**config.mk**
```make
export PLATFORM = sky130hd
export DESIGN_NAME = frame_interval_averager
export DESIGN_NICKNAME = d
export VERILOG_FILES = /design/src/sv/fia_pkg.sv /design/src/sv/fia_ram.sv /design/src/sv/frame_interval_averager.sv
export SDC_FILE = /design/constraint.sdc
export NUM_CORES = 2
export LEC_CHECK = 0
export BUFFER_PORTS_ARGS = -buffer_cell sky130_fd_sc_hd__clkbuf_2
export CAP_MARGIN = 20
export CORE_ASPECT_RATIO = 0.6
export CORE_MARGIN = 3
export CORE_UTILIZATION = 40
export CTS_CLUSTER_DIAMETER = 40
export CTS_CLUSTER_SIZE = 28
export DETAILED_ROUTE_END_ITERATION = 10
export GPL_TIMING_DRIVEN = 0
export SLEW_MARGIN = 20
export SYNTH_ARGS = -nofsm -noshare
export SYNTH_HDL_FRONTEND = slang
export SYNTH_SLANG_ARGS = --single-unit
```
**constraint.sdc**
```tcl
create_clock -name clk_i -period 6.15 [get_ports clk_i]
set_clock_uncertainty 0.05 [all_clocks]
set_input_delay 1.23 -clock clk_i [delete_from_list [all_inputs] [get_ports clk_i]]
set_output_delay 1.23 -clock clk_i [all_outputs]
set_load 0.05 [all_outputs]
```
**src/sv/fia_pkg.sv**
```systemverilog
package fia_pkg;

  localparam int TS_W      = 64;
  localparam int ELAPSED_W = 32;
  localparam int RATE_W    = 16;
  localparam int WIN_W     = 40;
  localparam int CFG_W     = 32;
  localparam int CFG_IDX_W = 1;
  localparam int COUNT_W   = 6;

  localparam logic [CFG_W-1:0] TPS_RESET = 32'd1000;

  localparam logic [CFG_IDX_W-1:0] REG_TICKS_PER_SECOND = 1'b0;
  localparam logic [CFG_IDX_W-1:0] REG_MIN_FRAME_TICKS  = 1'b1;

  localparam logic KIND_START = 1'b0;
  localparam logic KIND_FRAME = 1'b1;

  typedef struct packed {
    logic            kind;
    logic [TS_W-1:0] timestamp;
  } fia_in_t;

  typedef struct packed {
    logic                 frame_done;
    logic [ELAPSED_W-1:0] elapsed_ticks;
    logic [ELAPSED_W-1:0] average_ticks;
    logic [RATE_W-1:0]    frame_rate;
    logic [COUNT_W-1:0]   sample_count;
  } fia_out_t;

endpackage

```
**src/sv/fia_ram.sv**
```systemverilog
module fia_ram #(
  parameter int WIDTH  = 32,
  parameter int DEPTH  = 32,
  parameter int ADDR_W = (DEPTH > 1) ? $clog2(DEPTH) : 1
) (
  input  logic              clk_i,
  input  logic              we_i,
  input  logic [ADDR_W-1:0] waddr_i,
  input  logic [WIDTH-1:0]  wdata_i,
  input  logic [ADDR_W-1:0] raddr_i,
  output logic [WIDTH-1:0]  rdata_o
);

  logic [WIDTH-1:0] mem_q [DEPTH];
  logic [WIDTH-1:0] rdata_q;

  always_ff @(posedge clk_i) begin
    if (we_i) begin
      mem_q[waddr_i] <= wdata_i;
    end
    rdata_q <= mem_q[raddr_i];
  end

  assign rdata_o = rdata_q;

endmodule

```
**src/sv/frame_interval_averager.sv**
```systemverilog
// path to out_valid_o: start item S_CALC, S_OUT; frame held back by the lock interval
//   S_CALC, S_LOCK, S_OUT; other frames S_CALC, S_LOCK, S_DEV, S_UPD, S_DIV, S_OUT
// S_DIV, skipped for a frame that leaves the window empty, is the bit-serial restoring
//   divider forming the average, one bit a cycle; one transaction in flight, taken the
//   cycle after the result loads; S_OUT waits while the previous result is stalled
// asynchronous active-low reset resets all registers (ticks per second to TPS_RESET); the interval store is not cleared
module frame_interval_averager import fia_pkg::*; #(
  parameter int SAMPLE_DEPTH = 32
) (
  input  logic                 clk_i,
  input  logic                 rst_ni,
  input  logic                 cfg_we_i,
  input  logic [CFG_IDX_W-1:0] cfg_idx_i,
  input  logic [CFG_W-1:0]     cfg_data_i,
  input  logic                 in_valid_i,
  output logic                 in_stall_o,
  input  fia_in_t              in_data_i,
  output logic                 out_valid_o,
  input  logic                 out_stall_i,
  output fia_out_t             out_data_o
);

  localparam int PTR_W  = (SAMPLE_DEPTH > 1) ? $clog2(SAMPLE_DEPTH) : 1;
  localparam int CNT_W  = $clog2(SAMPLE_DEPTH + 1);
  localparam int SUM_W  = ELAPSED_W + $clog2(SAMPLE_DEPTH);
  localparam int DCNT_W = $clog2(SUM_W + 1);

  typedef enum logic [2:0] {
    S_IDLE,
    S_CALC,
    S_LOCK,
    S_DEV,
    S_UPD,
    S_DIV,
    S_OUT
  } state_e;

  state_e               state_q;
  logic [CFG_W-1:0]     tps_q;
  logic [CFG_W-1:0]     min_q;
  fia_in_t              in_q;
  logic [TS_W-1:0]      last_ts_q;
  logic [ELAPSED_W-1:0] elapsed_q;
  logic [ELAPSED_W-1:0] dev_q;
  logic                 done_q;
  logic                 pass_q;
  logic [PTR_W-1:0]     wp_q;
  logic [CNT_W-1:0]     cnt_q;
  logic [SUM_W-1:0]     sum_q;
  logic [ELAPSED_W-1:0] avg_q;
  logic [RATE_W-1:0]    wf_q;
  logic [WIN_W-1:0]     wt_q;
  logic [RATE_W-1:0]    rate_q;
  logic [SUM_W-1:0]     dvd_q;
  logic [CNT_W-1:0]     rem_q;
  logic [DCNT_W-1:0]    dcnt_q;
  logic                 out_valid_q;
  fia_out_t             out_q;

  logic [TS_W-1:0]      diff;
  logic [ELAPSED_W-1:0] elapsed_sat;
  logic                 pass;
  logic                 full;
  logic [ELAPSED_W-1:0] rd_data;
  logic                 ram_we;
  logic [WIN_W:0]       wt_sum;
  logic [SUM_W-1:0]     sum_next;
  logic [CNT_W:0]       rem_shift;
  logic                 q_bit;
  logic [CNT_W-1:0]     rem_d;
  logic [SUM_W-1:0]     dvd_d;
  logic [CNT_W+5:0]     cnt_ext;

  assign diff        = in_q.timestamp - last_ts_q;
  assign elapsed_sat = (|diff[TS_W-1:ELAPSED_W]) ? '1 : diff[ELAPSED_W-1:0];
  assign pass        = dev_q < tps_q;
  assign full        = cnt_q == CNT_W'(SAMPLE_DEPTH);
  assign ram_we      = (state_q == S_DEV) && pass;
  assign wt_sum      = {1'b0, wt_q} + (WIN_W + 1)'(elapsed_q);
  assign sum_next    = pass_q ? sum_q + SUM_W'(elapsed_q) : sum_q;

  // restoring divide step: remainder stays below the count
  assign rem_shift = {rem_q, dvd_q[SUM_W-1]};
  assign q_bit     = rem_shift >= {1'b0, cnt_q};
  assign rem_d     = q_bit ? CNT_W'(rem_shift - {1'b0, cnt_q}) : rem_shift[CNT_W-1:0];
  assign dvd_d     = {dvd_q[SUM_W-2:0], q_bit};

  assign cnt_ext   = (CNT_W + 6)'(cnt_q);

  fia_ram #(
    .WIDTH (ELAPSED_W),
    .DEPTH (SAMPLE_DEPTH)
  ) u_store (
    .clk_i   (clk_i),
    .we_i    (ram_we),
    .waddr_i (wp_q),
    .wdata_i (elapsed_q),
    .raddr_i (wp_q),
    .rdata_o (rd_data)
  );

  always_ff @(posedge clk_i or negedge rst_ni) begin
    if (!rst_ni) begin
      state_q     <= S_IDLE;
      tps_q       <= TPS_RESET;
      min_q       <= '0;
      in_q        <= '0;
      last_ts_q   <= '0;
      elapsed_q   <= '0;
      dev_q       <= '0;
      done_q      <= 1'b0;
      pass_q      <= 1'b0;
      wp_q        <= '0;
      cnt_q       <= '0;
      sum_q       <= '0;
      avg_q       <= '0;
      wf_q        <= '0;
      wt_q        <= '0;
      rate_q      <= '0;
      dvd_q       <= '0;
      rem_q       <= '0;
      dcnt_q      <= '0;
      out_valid_q <= 1'b0;
      out_q       <= '0;
    end else begin
      if (cfg_we_i) begin
        case (cfg_idx_i)
          REG_TICKS_PER_SECOND: tps_q <= cfg_data_i;
          REG_MIN_FRAME_TICKS:  min_q <= cfg_data_i;
          default: ;
        endcase
      end

      // in S_OUT the output register load below sets the valid flag itself
      if (out_valid_q && !out_stall_i && (state_q != S_OUT)) begin
        out_valid_q <= 1'b0;
      end

      case (state_q)
        S_IDLE: begin
          if (in_valid_i) begin
            in_q    <= in_data_i;
            state_q <= S_CALC;
          end
        end
        S_CALC: begin
          done_q <= 1'b0;
          if (in_q.kind == KIND_START) begin
            last_ts_q <= in_q.timestamp;
            elapsed_q <= '0;
            state_q   <= S_OUT;
          end else begin
            elapsed_q <= elapsed_sat;
            state_q   <= S_LOCK;
          end
        end
        S_LOCK: begin
          if ((min_q != '0) && (elapsed_q < min_q)) begin
            state_q <= S_OUT;
          end else begin
            last_ts_q <= in_q.timestamp;
            done_q    <= 1'b1;
            dev_q     <= (elapsed_q >= avg_q) ? elapsed_q - avg_q : avg_q - elapsed_q;
            state_q   <= S_DEV;
          end
        end
        S_DEV: begin
          // store read data for the write pointer arrives this cycle
          pass_q <= pass;
          if (pass) begin
            if (full) begin
              sum_q <= sum_q - SUM_W'(rd_data);
            end else begin
              cnt_q <= cnt_q + 1'b1;
            end
            wp_q <= (wp_q == PTR_W'(SAMPLE_DEPTH - 1)) ? '0 : wp_q + 1'b1;
          end
          if (wf_q != '1) begin
            wf_q <= wf_q + 1'b1;
          end
          wt_q    <= wt_sum[WIN_W] ? '1 : wt_sum[WIN_W-1:0];
          state_q <= S_UPD;
        end
        S_UPD: begin
          sum_q <= sum_next;
          if (wt_q > WIN_W'(tps_q)) begin
            rate_q <= wf_q;
            wf_q   <= '0;
            wt_q   <= '0;
          end
          dvd_q  <= sum_next;
          rem_q  <= '0;
          dcnt_q <= DCNT_W'(SUM_W);
          if (cnt_q == '0) begin
            avg_q   <= '0;
            state_q <= S_OUT;
          end else begin
            state_q <= S_DIV;
          end
        end
        S_DIV: begin
          dvd_q  <= dvd_d;
          rem_q  <= rem_d;
          dcnt_q <= dcnt_q - 1'b1;
          if (dcnt_q == DCNT_W'(1)) begin
            avg_q   <= dvd_d[ELAPSED_W-1:0];
            state_q <= S_OUT;
          end
        end
        S_OUT: begin
          if (!out_valid_q || !out_stall_i) begin
            out_q.frame_done    <= done_q;
            out_q.elapsed_ticks <= elapsed_q;
            out_q.average_ticks <= avg_q;
            out_q.frame_rate    <= rate_q;
            out_q.sample_count  <= cnt_ext[COUNT_W-1:0];
            out_valid_q         <= 1'b1;
            state_q             <= S_IDLE;
          end
        end
        default: begin
          state_q <= S_IDLE;
        end
      endcase
    end
  end

  assign in_stall_o  = state_q != S_IDLE;
  assign out_valid_o = out_valid_q;
  assign out_data_o  = out_q;

endmodule

```
# Word-level counts from Yosys, hierarchy flattened

Memory sizes are Yosys's and may differ from the RTL's. A register that Yosys moved wholly into a read port is not among the register bits.
Index checks and enable logic that the tools add are counted.

Multiplexer cells: 38
Reductions and logical operators: 30
Shift operators: 0
Multipliers: 0
Equal/unequal tests: 21
$add $sub $neg: 11
Bitwise logic cells: 3
Div/mod/pow operators: 0
Order comparisons: 5

Operators with widths:

| operator           | count |
|---|---|
| $mux 32            | 5 |
| $pmux 37 s2        | 2 |
| $mux 64            | 2 |
| $pmux 64 s2        | 1 |
| $mux 37            | 3 |
| $mux 40            | 2 |
| $pmux 40 s2        | 1 |
| $lt 32x32->1       | 2 |
| $pmux 32 s2        | 1 |
| $sub 32x32->32     | 2 |
| $sub 64x64->64     | 1 |
| $add 40x32->41     | 1 |
| $gt 40x32->1       | 1 |
| $add 37x32->37     | 1 |
| $sub 37x32->37     | 1 |
| $ge 32x32->1       | 1 |
| $mux 16            | 2 |
| $pmux 16 s2        | 1 |
| $reduce_bool 32->1 | 1 |
| $reduce_or 32->1   | 1 |
| $pmux 6 s2         | 2 |
| $pmux 3 s7         | 1 |
| $ne 2x2->1 const B | 9 |
| $reduce_and 2->1   | 9 |
| 30 further kinds   | 55 |

Memories: 1
Word-level logic and storage cells: 135
RAM bits: 1024
Bits of input ports: 103
Bits in registers: 551
Memory bits (read-only): 0
Output and inout bits: 89
Latch bits: 0

Memory list:

| memory        | words | bits a word | rd ports | clocked after memory_dff | write ports | RTL line      | source |
|---|---|---|---|---|---|---|---|
| u_store.mem_q | 32    | 32          | 1        | 1                        | 1           | fia_ram.sv:14 | `logic [WIDTH-1:0] mem_q [DEPTH];` |

# Longest topological paths before layout

Depth after elaboration: 6
Depth in mapped cells: 16
Gate-level depth less buffers: 14

# Hierarchy

From an unflattened synthesis, not the netlist that was laid out.

Cells, all modules: 6582
Area, all modules: 77827.1 µm²

Modules (own cells, without submodules):

| module                  | seq. area each (µm²) | instances | area each (µm²) | cells each |
|---|---|---|---|---|
| fia_ram                 | 31390.1              | 1         | 40492.6         | 2260 |
| frame_interval_averager | 13795.7              | 1         | 37334.6         | 4322 |

# Least setup slack after synthesis

OpenSTA, ideal clock, no wires.

Path kind: register to register
Start point: register tps_q[9]
End point: memory u_store.mem_q[0][0] (enable)
Period minus slack after synthesis: 4.705 ns
Setup slack: 1.445 ns
Buffers on the path: 1
Required time: 5.679 ns
Stages on the path, launching flop included: 14
Arrival time: 4.234 ns
Path through: dfstp_2 > inv_1 > ha_1 > a21o_1 > a21o_1 > a21oi_1 > nor2b_1 > o211ai_1 > o211ai_1 > o31a_1 > nor3_1 > clkbuf_1 > nand2_1 > nor2_1

Cells in the longest elaborated chain, start to end: 4

Ends and longest elaborated chain:

| what                         | RTL line                       | source |
|---|---|---|
| from (decl)                  | frame_interval_averager.sv:39  | `logic [CFG_W-1:0] tps_q;` |
| from (signal assigned)       | frame_interval_averager.sv:128 | `REG_TICKS_PER_SECOND: tps_q <= cfg_data_i;` |
| $lt 32x32->1                 | frame_interval_averager.sv:76  | `assign pass = dev_q < tps_q;` |
| $logic_and 1x1->1            | frame_interval_averager.sv:78  | `assign ram_we = (state_q == S_DEV) && pass;` |
| $mux 1                       | fia_ram.sv:18                  | `if (we_i) begin` |
| $mux 1 (not written as such) | fia_ram.sv:19                  | `mem_q[waddr_i] <= wdata_i;` |
| to (decl)                    | fia_ram.sv:14                  |  |

Every way passes these cells.

# Worst setup path after layout

Start point: register elapsed_q[1]
End point: register dev_q[18]

Cells in the longest elaborated chain, start to end: 4

Ends and longest elaborated chain:

| what                       | RTL line                       | source |
|---|---|---|
| from (decl)                | frame_interval_averager.sv:43  | `logic [ELAPSED_W-1:0] elapsed_q;` |
| from (signal assigned)     | frame_interval_averager.sv:153 | `elapsed_q <= elapsed_sat;` |
| $lt 32x32->1               | frame_interval_averager.sv:158 | `if ((min_q != '0) && (elapsed_q < min_q)) begin` |
| $logic_and 1x1->1          | frame_interval_averager.sv:158 |  |
| $not 1->1 (no line)        | --                             |  |
| $reduce_and 2->1 (no line) | --                             |  |
| to (signal assigned)       | frame_interval_averager.sv:163 | `dev_q <= (elapsed_q >= avg_q) ? elapsed_q - avg_q : avg_q - elapsed_q;` |
| to (decl)                  | frame_interval_averager.sv:44  | `logic [ELAPSED_W-1:0] dev_q;` |

Several ways; a longest one is shown, not always the timed one.
A chain may end at the register's enable or synchronous reset.

==> metrics <==
status completed; I/O Buffers roughly 190; met2 wire length about 95,000 microns; cell internal pwr between 20,000 and 30,000 uW; R2R Path End dev_q[18]$_DFFE_PN0P_; Slowest-stage cell, CP dfrtp_2; RePlAce Congestion between 0.9 and 1; DRT Wirelength approximately 250,000 microns; die width roughly 570 microns; H-tree levels 4; worst reg2reg path depth 15; GRT overflow 0; initial antenna violation count 13; router iterations before antenna repair 6; Die ar. between 150,000 and 200,000 sq um; num rows 123; mapped cell area ~76,000 sq um; starting density of the core around two fifths; number of global-route vias before repair approximately 50,000; DIE HEIGHT ~340 microns; Avg Inst Size Synth approximately 13 sq um; fraction of registers with async set/reset 34.3%; share of the synthesized area in the top cell type approximately 40%; GRT Total Usage between 20 and 25%; Worst R2R Start elapsed_q[1]$_DFFE_PN0P_; # Post-CTS Setup Buffers 0; dpl hpwl ~190,000 microns; Power Density approximately 570 nW/um^2; placed cell count between 8,000 and 9,000; final std cells w/o fill roughly 8,900; Sink Count between 1,500 and 2,000; Critical Path Most Common Cell a21oi_1; Core Region around 190,000 sq um; CTS root buf clkbuf_16; Reg2Reg Setup Slack between 0.15 and 0.2 ns; IO Pins around 190; Tcrit/Tclk final between 90% and 100%; Psw between 20,000 and 25,000 uW; Peak Freq around 170 MHz; post-CTS sizing 0; CP cell instances inv_1, fa_1, nand4b_1, o211ai_1, a21oi_1, a21oi_1, o31ai_1, a31oi_1, o21ai_0, nand2_1, buf_2, clkbuf_1, a21oi_1, xnor2_1, o21ai_0; Synth area leaders edfxtp_1 40%, dfrtp_1 18%, mux4_2 7.5%, ha_1 5.4%, mux2_2 3.1%; layout cells sized above 1 between 10% and 20%; Pwr Total roughly 51,000 uW; Final Hold Viols 0; Synth top cells by count 1,024 x edfxtp_1, 545 x dfrtp_1, 460 x nand2_1; worst skew pair latency 0.82 ns; register bit total from synthesis approximately 1,600; DRC errors left 0; DRT met1 WL roughly 120,000 microns; clock power share between 10% and 20%; CTS tree yes; VDD IR max approximately 0.31 mV; highest metal used met5; fin nets just under 7,000; Syn Nets 6,310; starting DRC count in detailed routing slightly below 7,000; Main synth FF type edfxtp_1; Seq pwr share 31.0%; Ys Warns 0; Worst setup EP type flip-flop; drt wl/cell ~28 microns; Net Sw Frac roughly 45%; cell count after synthesis between 5,000 and 6,000; Post-synth EDFFs 1,024; leakage ~0.034 uW; Final Cell Area between 80,000 and 90,000 sq um; CP required 6.72 ns; Routed Antenna Nets 0; largest net degree at the start of global routing 91; met3 WL between 30,000 and 40,000 microns; worst slew pin tran roughly 1.2 ns; sequential area share after synthesis between 50% and 60%; Hold/Removal Path Class primary input to async pin; Vias/cell about 6.0; RSZ-0062 raised after global routing no; fin crit period roughly 6 ns; Comb pwr share about half; first-pass GRT wire length between 300,000 and 400,000 microns; Slew Viols, Final 0; post-cts hold buffer count 0; Inserted Clock Buffers between 100 and 150; clock buffer depth 4; CP Class flip-flop to flip-flop; Placed Area 83,200 sq um; CP peak stage delay about 0.73 ns; Crit Path Max Fanout 10; Worst Path Arrival 6.56 ns; most common cell in the netlist edfxtp_1; Slew HR a little under a fifth; Worst setup SP type flip-flop; Final Setup Violations 0; Max Cap Viol 0; Synth area leader edfxtp_1; vias about 53,000; synthesis-to-finish area growth 15.5%; clock slew seen by the registers of the worst setup and hold paths around 0.07 ns; Unique masters post-synth 90
how the worst max path moves through the flow:
stage	start	to	slack, ns	depth (start not counted)
2_1_floorplan	tps_q[9]$_DFFE_PN1P_	u_store.mem_q[0][0]$_DFFE_PP_	1.44	13
3_5_place_dp	elapsed_q[26]$_DFFE_PN0P_	last_ts_q[47]$_DFFE_PN0P_	0.24	13
6_report	elapsed_q[1]$_DFFE_PN0P_	dev_q[18]$_DFFE_PN0P_	0.16	15
3_3_place_gp	rst_ni	last_ts_q[34]$_DFFE_PN0P_	-9.73	1
4_1_cts	elapsed_q[26]$_DFFE_PN0P_	last_ts_q[47]$_DFFE_PN0P_	0.23	13
5_1_grt	elapsed_q[1]$_DFFE_PN0P_	dev_q[14]$_DFFE_PN0P_	0.03	15
final cells by class:
class                   instances  area (sq um)
clock buffers                 153          3740
fillers                     16626        100000
repair buffers                290          3300
diodes                         11          27.5
plain buffers                 287          1160
inverters                     315          1180
well taps                    2500          3130
clock inverters               104          1300
multi-input cells            3659         29200
flip-flops and latches       1607         45200
kinds of logic (layout without fill, tap and decap cells):
logic type / count (synthesis) / in the layout / synth area share (%)
buf+inv: 602 / 1149 / 3.02
other cells: 0 / 11 / 0
compound gates: 1391 / 1391 / 11.3
xor+xnor: 167 / 167 / 1.91
fa+ha+maj: 339 / 339 / 5.62
simple gates: 1253 / 1253 / 7.78
mux: 509 / 509 / 11.2
flops: 1607 / 1607 / 59.1
metal layers:
metal  vias to the layer above  global-route usage, %
li1                      23121                      -
met2                      2802                   31.8
met5                         -                      0
met1                     27200                   39.4
met4                         6                   4.15
met3                       293                   9.32
worst max-delay path: cells and delay by family (launching register included):
family	cells	cell delay (ns)
AO/OA/AOI/OAI	8	1.77
XOR/XNOR	1	0.63
AND/OR/NAND/NOR	2	0.57
flip-flops	1	0.73
buffers and inverters	3	1.45
adder cells (fa/ha/maj)	1	0.61
power groups by stage:
| stage | clock network, uW | registers, uW | logic [uW] |
|---|---|---|---|
| 6_report | 9700 | 15700 | 25200 |
| 5_1_grt | 10300 | 15800 | 27300 |
| 4_1_cts | 9840 | 15600 | 24600 |
| 3_5_place_dp | 0 | 15800 | 24400 |
| 3_3_place_gp | 0 | 16700 | 22800 |
| 2_1_floorplan | 0 | 15800 | 15800 |
registers in the layout (all words and copies together), names as in the netlist, 37 cells and up:
name / count
u_store.mem_q: 1024
out_data_o: 87
in_q: 65
last_ts_q: 64
wt_q: 40
dvd_q: 37
sum_q: 37
through the flow:
stage / hold WS [ns] / util (%) / setup WS, ns / setup TNS (ns)
floorplan: 0.391 / - / 1.44 / 0
finish: 0.350 / 46.8 / 0.159 / 0
detailed placement: 0.420 / 44.1 / 0.238 / 0
global route: 0.346 / 46.8 / 0.0298 / 0
CTS: 0.327 / 46.7 / 0.228 / 0
global placement: 0.412 / 42.7 / -9.73 / -7620.29
cells in the final DEF, fill, tap and decap left out, types with 41 or more instances in the layout:
master	n
nand3_1	86
mux2_2	209
dfrtp_1	513
ha_1	332
nand4_1	89
xor2_1	63
clkbuf_1	221
o21ai_0	409
xnor2_1	104
nor3_1	51
nor4_1	59
clkbuf_2	204
mux2i_1	44
a22oi_1	130
a21o_1	132
edfxtp_1	1024
inv_1	314
a21oi_1	367
clkbuf_16	148
nand2_1	460
buf_12	41
nor2_1	239
mux4_2	256
a31oi_1	48
buf_16	53
Power figures use the tool's default switching activity.
